==> src/hdm_pkg.sv <==
// Shared constants, types and the djb2 step for the HMAC-djb2 tag core.
`default_nettype none
package hdm_pkg;

	localparam int          KEY_BYTES_DEF = 64;
	localparam int          KEY_WORDS     = 8;
	localparam int          KEY_REG_BYTES = 64;
	localparam int          KEY_AW        = 6;
	localparam int          HASH_SHIFT    = 5;
	localparam logic [31:0] HASH_START    = 32'd5381;
	localparam logic [7:0]  INNER_PAD     = 8'h36;
	localparam logic [7:0]  OUTER_PAD     = 8'h5C;
	localparam logic [1:0]  TAG_LAST      = 2'd3;

	typedef enum logic [4:0] {
		ST_IDLE  = 5'b00001,
		ST_PRIME = 5'b00010,
		ST_PAD   = 5'b00100,
		ST_BYTE  = 5'b01000,
		ST_TAG   = 5'b10000
	} hdm_state_t;

	function automatic logic [31:0] djb2_step(input logic [31:0] h, input logic [7:0] b);
		return (h << HASH_SHIFT) + h + {24'b0, b};
	endfunction

endpackage
`default_nettype wire

==> src/hmac_djb2_mac_core.sv <==
// HMAC-style 32-bit tag engine built on a single shared djb2 step unit.
//
// Bytes of an open message are absorbed one per cycle while s_tready is high.
// The first word of a message is held while the core primes the key memory
// read, hashes the inner pad and then absorbs the word's own byte, before the
// next word is taken. The word that carries tlast is absorbed into the inner
// hash, the core then hashes the outer pad and the four inner hash bytes, and
// the tag then sits in the output register while new words are accepted. A
// single djb2 adder (h*33+b) and the single pad read port of the key memory
// serve all of these steps. The key is written through the APB port at byte
// address 8*i for key word i and reads back through a registered read port.
`default_nettype none
module hmac_djb2_mac_core
	import hdm_pkg::*;
#(
	parameter int KEY_BYTES = KEY_BYTES_DEF
) (
	input  wire logic              clk,
	input  wire logic              arst_n,
	input  wire logic              s_tvalid,
	output logic                   s_tready,
	input  wire logic [7:0]        s_tdata,  // [7:0] data_byte
	input  wire logic              s_tuser,  // [0] no_data
	input  wire logic              s_tlast,
	output logic                   m_tvalid,
	input  wire logic              m_tready,
	output logic [31:0]            m_tdata,  // [31:0] mac
	input  wire logic              psel,
	input  wire logic              penable,
	input  wire logic              pwrite,
	input  wire logic [KEY_AW-1:0] paddr,
	input  wire logic [63:0]       pwdata,
	output logic [63:0]            prdata,
	output logic                   pready
);

	localparam int PAD_W = $clog2(KEY_BYTES);

	hdm_state_t state_q;

	logic [63:0] key_mem [KEY_WORDS];
	logic [KEY_WORDS-1:0] key_vld_q;
	logic [63:0] prd_word_q;
	logic        prd_vld_q;
	logic [63:0] word_s1;
	logic        vld_s1;
	logic        rng_s1;
	logic [2:0]  off_s1;

	logic [31:0]      h_q;
	logic [31:0]      inner_q;
	logic [31:0]      out_q;
	logic             m_tvalid_q;
	logic             in_msg_q;
	logic             outer_q;
	logic             ended_q;
	logic [PAD_W-1:0] cnt_q;
	logic [1:0]       tag_q;
	logic [7:0]       held_byte_q;
	logic             held_nd_q;
	logic             held_last_q;

	logic [PAD_W-1:0] rd_idx;
	logic [31:0]      rd_ext;
	logic             wr_en;
	logic [7:0]       key_byte;
	logic [7:0]       pad_byte;
	logic [7:0]       tag_byte;
	logic [7:0]       b_op;
	logic [31:0]      h_nxt;
	logic             tag_fire;

	assign pready   = 1'b1;
	assign prdata   = prd_vld_q ? prd_word_q : 64'd0;
	assign s_tready = (state_q == ST_IDLE);
	assign m_tvalid = m_tvalid_q;
	assign m_tdata  = out_q;
	assign wr_en    = psel && penable && pwrite;
	assign tag_fire = (state_q == ST_TAG) && (tag_q == TAG_LAST) && (!m_tvalid_q || m_tready);

	assign rd_idx = (state_q == ST_PAD) ? cnt_q + 1'b1 : '0;
	assign rd_ext = 32'(rd_idx);

	always_ff @(posedge clk) begin
		if (wr_en) begin
			key_mem[paddr[5:3]] <= pwdata;
		end
		if (psel && !penable) begin
			prd_word_q <= key_mem[paddr[5:3]];
		end
		word_s1 <= key_mem[rd_ext[5:3]];
		off_s1  <= rd_ext[2:0];
		rng_s1  <= (rd_ext < 32'(KEY_REG_BYTES));
	end

	always_ff @(posedge clk or negedge arst_n) begin
		if (!arst_n) begin
			key_vld_q <= '0;
			prd_vld_q <= 1'b0;
			vld_s1    <= 1'b0;
		end else begin
			if (wr_en) begin
				key_vld_q[paddr[5:3]] <= 1'b1;
			end
			if (psel && !penable) begin
				prd_vld_q <= key_vld_q[paddr[5:3]];
			end
			vld_s1 <= key_vld_q[rd_ext[5:3]];
		end
	end

	assign key_byte = (vld_s1 && rng_s1 && !ended_q) ? word_s1[{off_s1, 3'b000} +: 8] : 8'd0;
	assign pad_byte = key_byte ^ (outer_q ? OUTER_PAD : INNER_PAD);
	assign tag_byte = inner_q[{tag_q, 3'b000} +: 8];

	always_comb begin
		unique case (state_q)
			ST_IDLE: b_op = s_tdata;
			ST_BYTE: b_op = held_byte_q;
			ST_PAD:  b_op = pad_byte;
			ST_TAG:  b_op = tag_byte;
			default: b_op = 8'd0;
		endcase
	end

	assign h_nxt = djb2_step(h_q, b_op);

	always_ff @(posedge clk or negedge arst_n) begin
		if (!arst_n) begin
			state_q     <= ST_IDLE;
			h_q         <= HASH_START;
			inner_q     <= '0;
			out_q       <= '0;
			m_tvalid_q  <= 1'b0;
			in_msg_q    <= 1'b0;
			outer_q     <= 1'b0;
			ended_q     <= 1'b0;
			cnt_q       <= '0;
			tag_q       <= '0;
			held_byte_q <= '0;
			held_nd_q   <= 1'b0;
			held_last_q <= 1'b0;
		end else begin
			if (tag_fire) begin
				m_tvalid_q <= 1'b1;
			end else if (m_tvalid_q && m_tready) begin
				m_tvalid_q <= 1'b0;
			end
			unique case (state_q)
				ST_IDLE: begin
					if (s_tvalid) begin
						if (!in_msg_q) begin
							held_byte_q <= s_tdata;
							held_nd_q   <= s_tuser;
							held_last_q <= s_tlast;
							h_q         <= HASH_START;
							outer_q     <= 1'b0;
							in_msg_q    <= 1'b1;
							state_q     <= ST_PRIME;
						end else begin
							if (s_tlast) begin
								inner_q <= s_tuser ? h_q : h_nxt;
								h_q     <= HASH_START;
								outer_q <= 1'b1;
								state_q <= ST_PRIME;
							end else if (!s_tuser) begin
								h_q <= h_nxt;
							end
						end
					end
				end
				ST_PRIME: begin
					cnt_q   <= '0;
					ended_q <= 1'b0;
					state_q <= ST_PAD;
				end
				ST_PAD: begin
					h_q     <= h_nxt;
					ended_q <= ended_q || (key_byte == 8'd0);
					cnt_q   <= cnt_q + 1'b1;
					tag_q   <= '0;
					if (cnt_q == PAD_W'(KEY_BYTES - 1)) begin
						state_q <= outer_q ? ST_TAG : ST_BYTE;
					end
				end
				ST_BYTE: begin
					if (held_last_q) begin
						inner_q <= held_nd_q ? h_q : h_nxt;
						h_q     <= HASH_START;
						outer_q <= 1'b1;
						state_q <= ST_PRIME;
					end else begin
						if (!held_nd_q) begin
							h_q <= h_nxt;
						end
						state_q <= ST_IDLE;
					end
				end
				ST_TAG: begin
					if (tag_q != TAG_LAST) begin
						h_q   <= h_nxt;
						tag_q <= tag_q + 1'b1;
					end else if (tag_fire) begin
						out_q    <= h_nxt;
						h_q      <= HASH_START;
						in_msg_q <= 1'b0;
						state_q  <= ST_IDLE;
					end
				end
				default: begin
					state_q <= ST_IDLE;
				end
			endcase
		end
	end

endmodule
`default_nettype wire

==> config.mk <==
export PLATFORM = sky130hd
export DESIGN_NAME = hmac_djb2_mac_core
export DESIGN_NICKNAME = d
export VERILOG_FILES = /design/src/hdm_pkg.sv /design/src/hmac_djb2_mac_core.sv
export SDC_FILE = /design/constraint.sdc
export NUM_CORES = 1
export LEC_CHECK = 0
export BUFFER_PORTS_ARGS = -buffer_cell sky130_fd_sc_hd__buf_4
export CAP_MARGIN = 20
export CORE_AREA = 2 2 299 301
export DETAILED_ROUTE_END_ITERATION = 16
export DIE_AREA = 0 0 301 303
export PLACE_DENSITY = 0.59
export SLEW_MARGIN = 30
export SYNTH_ARGS = -nofsm -noshare
export SYNTH_HDL_FRONTEND = slang
export SYNTH_SLANG_ARGS = --single-unit
==> constraint.sdc <==
create_clock -name clk -period 5.8 [get_ports clk]
set_clock_uncertainty 0.15 [all_clocks]
set_input_delay 0.87 -clock clk [delete_from_list [all_inputs] [get_ports clk]]
set_output_delay 0.87 -clock clk [all_outputs]
set_load 0.05 [all_outputs]
==> impl_table.tex <==
\begin{tabular}{lr}
\hline
Metric & Value \\
\hline
\multicolumn{2}{l}{\textbf{Route}} \\
\quad Iteration-0 DRC Markers & 2450 \\
\quad Sum of routed wire segments on met1 & approximately 44 mm \\
\quad Vias after detailed routing & roughly 26000 \\
\quad Met3 WL & 8.513 mm \\
\quad Number of detailed-route iterations in the first pass & 5 \\
\quad Remaining number of nets flagged by the antenna check after routing & 0 \\
\quad Remaining DRCs & 0 \\
\quad Detailed-route wire length & approximately 110 mm \\
\quad Ratio of routed vias to standard cells & 5.778 \\
\quad Detail-routed net length per standard cell & 24.09 µm \\
\quad Routed length on met2 & 51.14 mm \\
\quad Uppermost routed layer & met5 \\
\multicolumn{2}{l}{\textbf{Yosys}} \\
\quad Number of synthesized register bits & 776 \\
\quad Post-Synth XOR/XNOR Area & 0.009783 \\
\quad Synthesized cell area & roughly 35000 µm² \\
\quad Share of the synthesized area in compound gates (AO/OA/AOI/OAI) & 0.1101 \\
\quad Area share of and/or/nand/nor cells after synthesis & 0.1729 \\
\quad Number of warning messages in the yosys log & 0 \\
\quad Synthesized netlist cell count & about 3100 \\
\quad Share of synthesized area spent on multiplexers & 0.02903 \\
\quad Syn nets & $\sim$3200 \\
\quad Largest family of logic cells by synthesized area & simple AND/OR/NAND/NOR gates \\
\quad Number of enable flip-flop cells after synthesis & about 580 \\
\quad Sequential-to-total area share from yosys stat & 0.6293 \\
\quad Cell variety after synth & 77 \\
\quad Flip-flop cell with the highest count after synthesis & sky130\_fd\_sc\_hd\_\_edfxtp\_1 \\
\quad Proportion of register bits with asynchronous set or reset after synthesis & 0.1714 \\
\quad Area share of fa/ha/maj cells after synthesis & 0.02380 \\
\quad Post-Syn Area per Cell & between 10 and 15 µm² \\
\multicolumn{2}{l}{\textbf{Layout}} \\
\quad Commonest cells after routing, fill and taps aside & 700 x sky130\_fd\_sc\_hd\_\_nand2\_1, 576 x sky130\_fd\_sc\_hd\_\_edfxtp\_1, 347 x sky130\_fd\_sc\_hd\_\_nand3\_1 \\
\quad Area added between synthesis and finish & 16.10\% \\
\quad Finished Core Util & 0.4608 \\
\quad Most common cell after layout, fill and taps aside & sky130\_fd\_sc\_hd\_\_nand2\_1 \\
\quad Final std cell area, no fill & between 40000 and 50000 µm² \\
\quad Nets & between 3000 and 4000 \\
\quad Total of fill cells in the finished design & between 7000 and 8000 \\
\quad Share of final-layout standard cells stronger than drive strength 1 & 0.1481 \\
\multicolumn{2}{l}{\textbf{CTS}} \\
\quad Insertion delay to the later sink of the worst-skew pair & 640 ps \\
\quad Number of cells upsized or downsized after cts & 0 \\
\quad Post-CTS Repair Setup Buffers & 0 \\
\quad Number of buffers inserted during clock tree synthesis & just over 80 \\
\quad \# clock sinks & just under 800 \\
\quad Maximum level of the CTS H-tree & 3 \\
\quad TritonCTS clock tree & yes \\
\quad Hold-fix buffers, CTS & 0 \\
\quad Root Buffer Master & sky130\_fd\_sc\_hd\_\_clkbuf\_16 \\
\quad Clock edge transition at the registers on the reported setup and hold paths & 50 ps \\
\quad Number of buffers on the longest clock path & 3 \\
\multicolumn{2}{l}{\textbf{Global routing}} \\
\quad Residual overflow from global routing & 0 \\
\quad Overall track demand over capacity in global routing & 0.2315 \\
\quad Global-route wire length before repair & 157.6 mm \\
\quad Initial antenna violation count & 10 \\
\quad Number of global-route vias before repair & $\sim$25000 \\
\quad Pin count of the biggest net entering global routing & just over 80 \\
\multicolumn{2}{l}{\textbf{Setup path}} \\
\quad Endpoint arrival time on the critical path & roughly 5600 ps \\
\quad CP startpoint kind & flip-flop \\
\quad Critical path peak fanout & 7 \\
\quad Crit end category & flip-flop \\
\quad Peak per-stage delay on the critical path & 570 ps \\
\quad Worst Path Required & roughly 6200 ps \\
\quad Slowest cell on the critical path & sky130\_fd\_sc\_hd\_\_mux4\_2 \\
\quad Dominant cell type by count on the critical path & sky130\_fd\_sc\_hd\_\_o21ai\_0 \\
\quad Family with the most delay on the worst path & compound AO/OA/AOI/OAI gates \\
\quad Cell breakdown of the critical path & mux4\_2 > mux2i\_1 > nor2\_1 > xnor2\_1 > o21ai\_0 > fa\_1 > ha\_1 > and2\_1 > a221oi\_2 > a21oi\_1 > o41a\_1 > a211oi\_2 > o21ai\_0 > xor2\_1 > a21oi\_1 > o21ai\_0 \\
\quad Crit path buf inv count & 0 \\
\quad Worst setup path category & flip-flop to flip-flop \\
\multicolumn{2}{l}{\textbf{Place}} \\
\quad Number of buffers added on ports & about 180 \\
\quad Cell area reported after detailed placement & approximately 38000 µm² \\
\quad Placer Congestion & between 0.9 and 1 \\
\quad Detailed placer's ending HPWL & approximately 64 mm \\
\multicolumn{2}{l}{\textbf{STA}} \\
\quad Final Critical Period & 5205 ps \\
\quad Total negative setup slack & 0 ps \\
\quad Unrepaired setup endpoints after global routing & no \\
\quad Transition at the pin with the smallest max-transition slack & $\sim$990 ps \\
\quad Final Hold Viols & 0 \\
\quad Fmax & between 150 and 200 MHz \\
\quad Finish-stage setup viols & 0 \\
\quad Remaining max-slew budget at the tightest pin & 0.3385 \\
\quad Final clock period utilization by the worst path & 0.8974 \\
\quad Max Slew Vio Count & 0 \\
\multicolumn{2}{l}{\textbf{Die}} \\
\quad Die Width & between 300 and 400 µm \\
\quad Die extent in y & 303 µm \\
\quad Die area & just over 90000 µm² \\
\quad I/O pin count & $\sim$190 \\
\quad Placement Rows & $\sim$110 \\
\quad Core area & just under 90000 µm² \\
\quad Effective utilization at floorplan & 0.3969 \\
\multicolumn{2}{l}{\textbf{Power and ir drop}} \\
\quad Peak supply drop & 0.0003071 V \\
\quad Lkg Pwr & around 15 nW \\
\quad Power per cell area & roughly 380 nW/µm² \\
\multicolumn{2}{l}{\textbf{Flow run}} \\
\quad Max-Cap Viols & 0 \\
\multicolumn{2}{l}{\textbf{Min path}} \\
\quad Type of the tightest min-delay check & input port to async pin \\
\multicolumn{2}{l}{\textbf{Outcome}} \\
\quad Result of the run & finished clean \\
\hline
\end{tabular}
## worst paths after layout
check                                 endpoint  cells after the start  slack [ps]         from
worst max-delay path                   h_q[30]                     16         600    off_s1[0]
worst min-delay path                m_tdata[4]                      1         150       arst_n
worst max register to register         h_q[30]                     16         600    off_s1[0]
worst min register to register     m_tdata[10]                      2         330  m_tdata[10]
max in group asynchronous       held_byte_q[7]                      2        4150       arst_n
min in group clk                key_mem[3][17]                      1         310   pwdata[17]
## metal layers
metal | vias to the layer above | global-route usage
met5 | - | 0
met3 | 223 | 0.04175
met2 | 1093 | 0.3842
met4 | 16 | 0.07486
li1 | 11650 | -
met1 | 12660 | 0.3082
## state kept, by name (all words and copies together) (netlist names), 6 cells and up
name and flops:
cnt_q 6, held_byte_q 8, prd_word_q 64, m_tdata 32
h_q 32, word_s1 64, key_vld_q 8, inner_q 32
key_mem 512
## final cells by class
| cell class | count | area (µm²) | area share |
|---|---|---|---|
| multi-input combinational | 2087 | 12240 | 0.3019 |
| sequential | 776 | 21970 | 0.5421 |
| clock buffer | 111 | 2273 | 0.05609 |
| antenna | 4 | 10.01 | 0.0002469 |
| tap | 1165 | 1458 | 0.03596 |
| clock inverter | 39 | 476.7 | 0.01176 |
| inverter | 10 | 37.54 | 0.0009260 |
| timing repair buffer | 246 | 2068 | 0.05102 |
## per-stage QoR
step                      std cells  worst slack, ps  total power (W)  hold WS, ps
final                          4438            595.0          0.01527        150.0
after global routing           4436            272.8          0.01594        214.8
after CTS                      4434            614.1          0.01532        159.7
after detailed placement       4284            638.8          0.01001        326.4
after global placement         4280            628.9         0.009975        313.0
after floorplan                3085            430.8         0.008855        291.3
## where the power goes
| group | internal (W) | leakage (nW) | switching, W | total [W] |
|---|---|---|---|---|
| combinational | 0.00118 | 6.32 | 0.00208 | 0.00326 |
| clock | 0.00313 | 1.34 | 0.00221 | 0.00533 |
| sequential | 0.00631 | 7.50 | 0.000358 | 0.00667 |
| total | 0.0106 | 15.2 | 0.00465 | 0.0153 |
## synth_stat cells (4+ instances only)
cell	n	share of area
sky130_fd_sc_hd__a211oi_1	4	0.00086
sky130_fd_sc_hd__a21o_1	17	0.0037
sky130_fd_sc_hd__a21oi_1	86	0.012
sky130_fd_sc_hd__a221oi_1	7	0.0018
sky130_fd_sc_hd__a222oi_1	8	0.0023
sky130_fd_sc_hd__a22oi_1	257	0.055
sky130_fd_sc_hd__a31oi_1	19	0.0034
sky130_fd_sc_hd__and2_1	79	0.014
sky130_fd_sc_hd__and3_1	6	0.0011
sky130_fd_sc_hd__and3b_1	4	0.0010
sky130_fd_sc_hd__buf_1	23	0.0025
sky130_fd_sc_hd__buf_2	8	0.0011
sky130_fd_sc_hd__clkbuf_1	177	0.019
sky130_fd_sc_hd__dfrtp_1	127	0.091
sky130_fd_sc_hd__dfstp_2	6	0.0045
sky130_fd_sc_hd__dfxtp_1	67	0.038
sky130_fd_sc_hd__edfxtp_1	576	0.50
sky130_fd_sc_hd__fa_1	4	0.0023
sky130_fd_sc_hd__ha_1	60	0.022
sky130_fd_sc_hd__inv_1	10	0.0011
sky130_fd_sc_hd__mux2_2	34	0.011
sky130_fd_sc_hd__mux2i_1	9	0.0026
sky130_fd_sc_hd__mux4_2	24	0.015
sky130_fd_sc_hd__nand2_1	702	0.075
sky130_fd_sc_hd__nand2b_1	7	0.0013
sky130_fd_sc_hd__nand3_1	347	0.050
sky130_fd_sc_hd__nand4_1	70	0.013
sky130_fd_sc_hd__nor2_1	79	0.0085
sky130_fd_sc_hd__nor2b_1	7	0.0013
sky130_fd_sc_hd__nor3_1	13	0.0019
sky130_fd_sc_hd__o211ai_1	5	0.0011
sky130_fd_sc_hd__o21a_1	5	0.0011
sky130_fd_sc_hd__o21ai_0	123	0.018
sky130_fd_sc_hd__or2_2	9	0.0016
sky130_fd_sc_hd__or3_1	4	0.00072
sky130_fd_sc_hd__xnor2_1	27	0.0068
sky130_fd_sc_hd__xor2_1	12	0.0030
## kinds of logic (layout without fill, tap and decap cells)
family / count (synthesis) / in the layout
adder cells (fa/ha/maj): 64 / 64
buffers and inverters: 222 / 406
other: 1 / 5
multiplexers: 67 / 67
AO/OA/AOI/OAI: 573 / 573
XOR/XNOR: 39 / 39
flip-flops: 776 / 776
AND/OR/NAND/NOR: 1343 / 1343
Note: power is estimated with default switching activity, not from simulation.
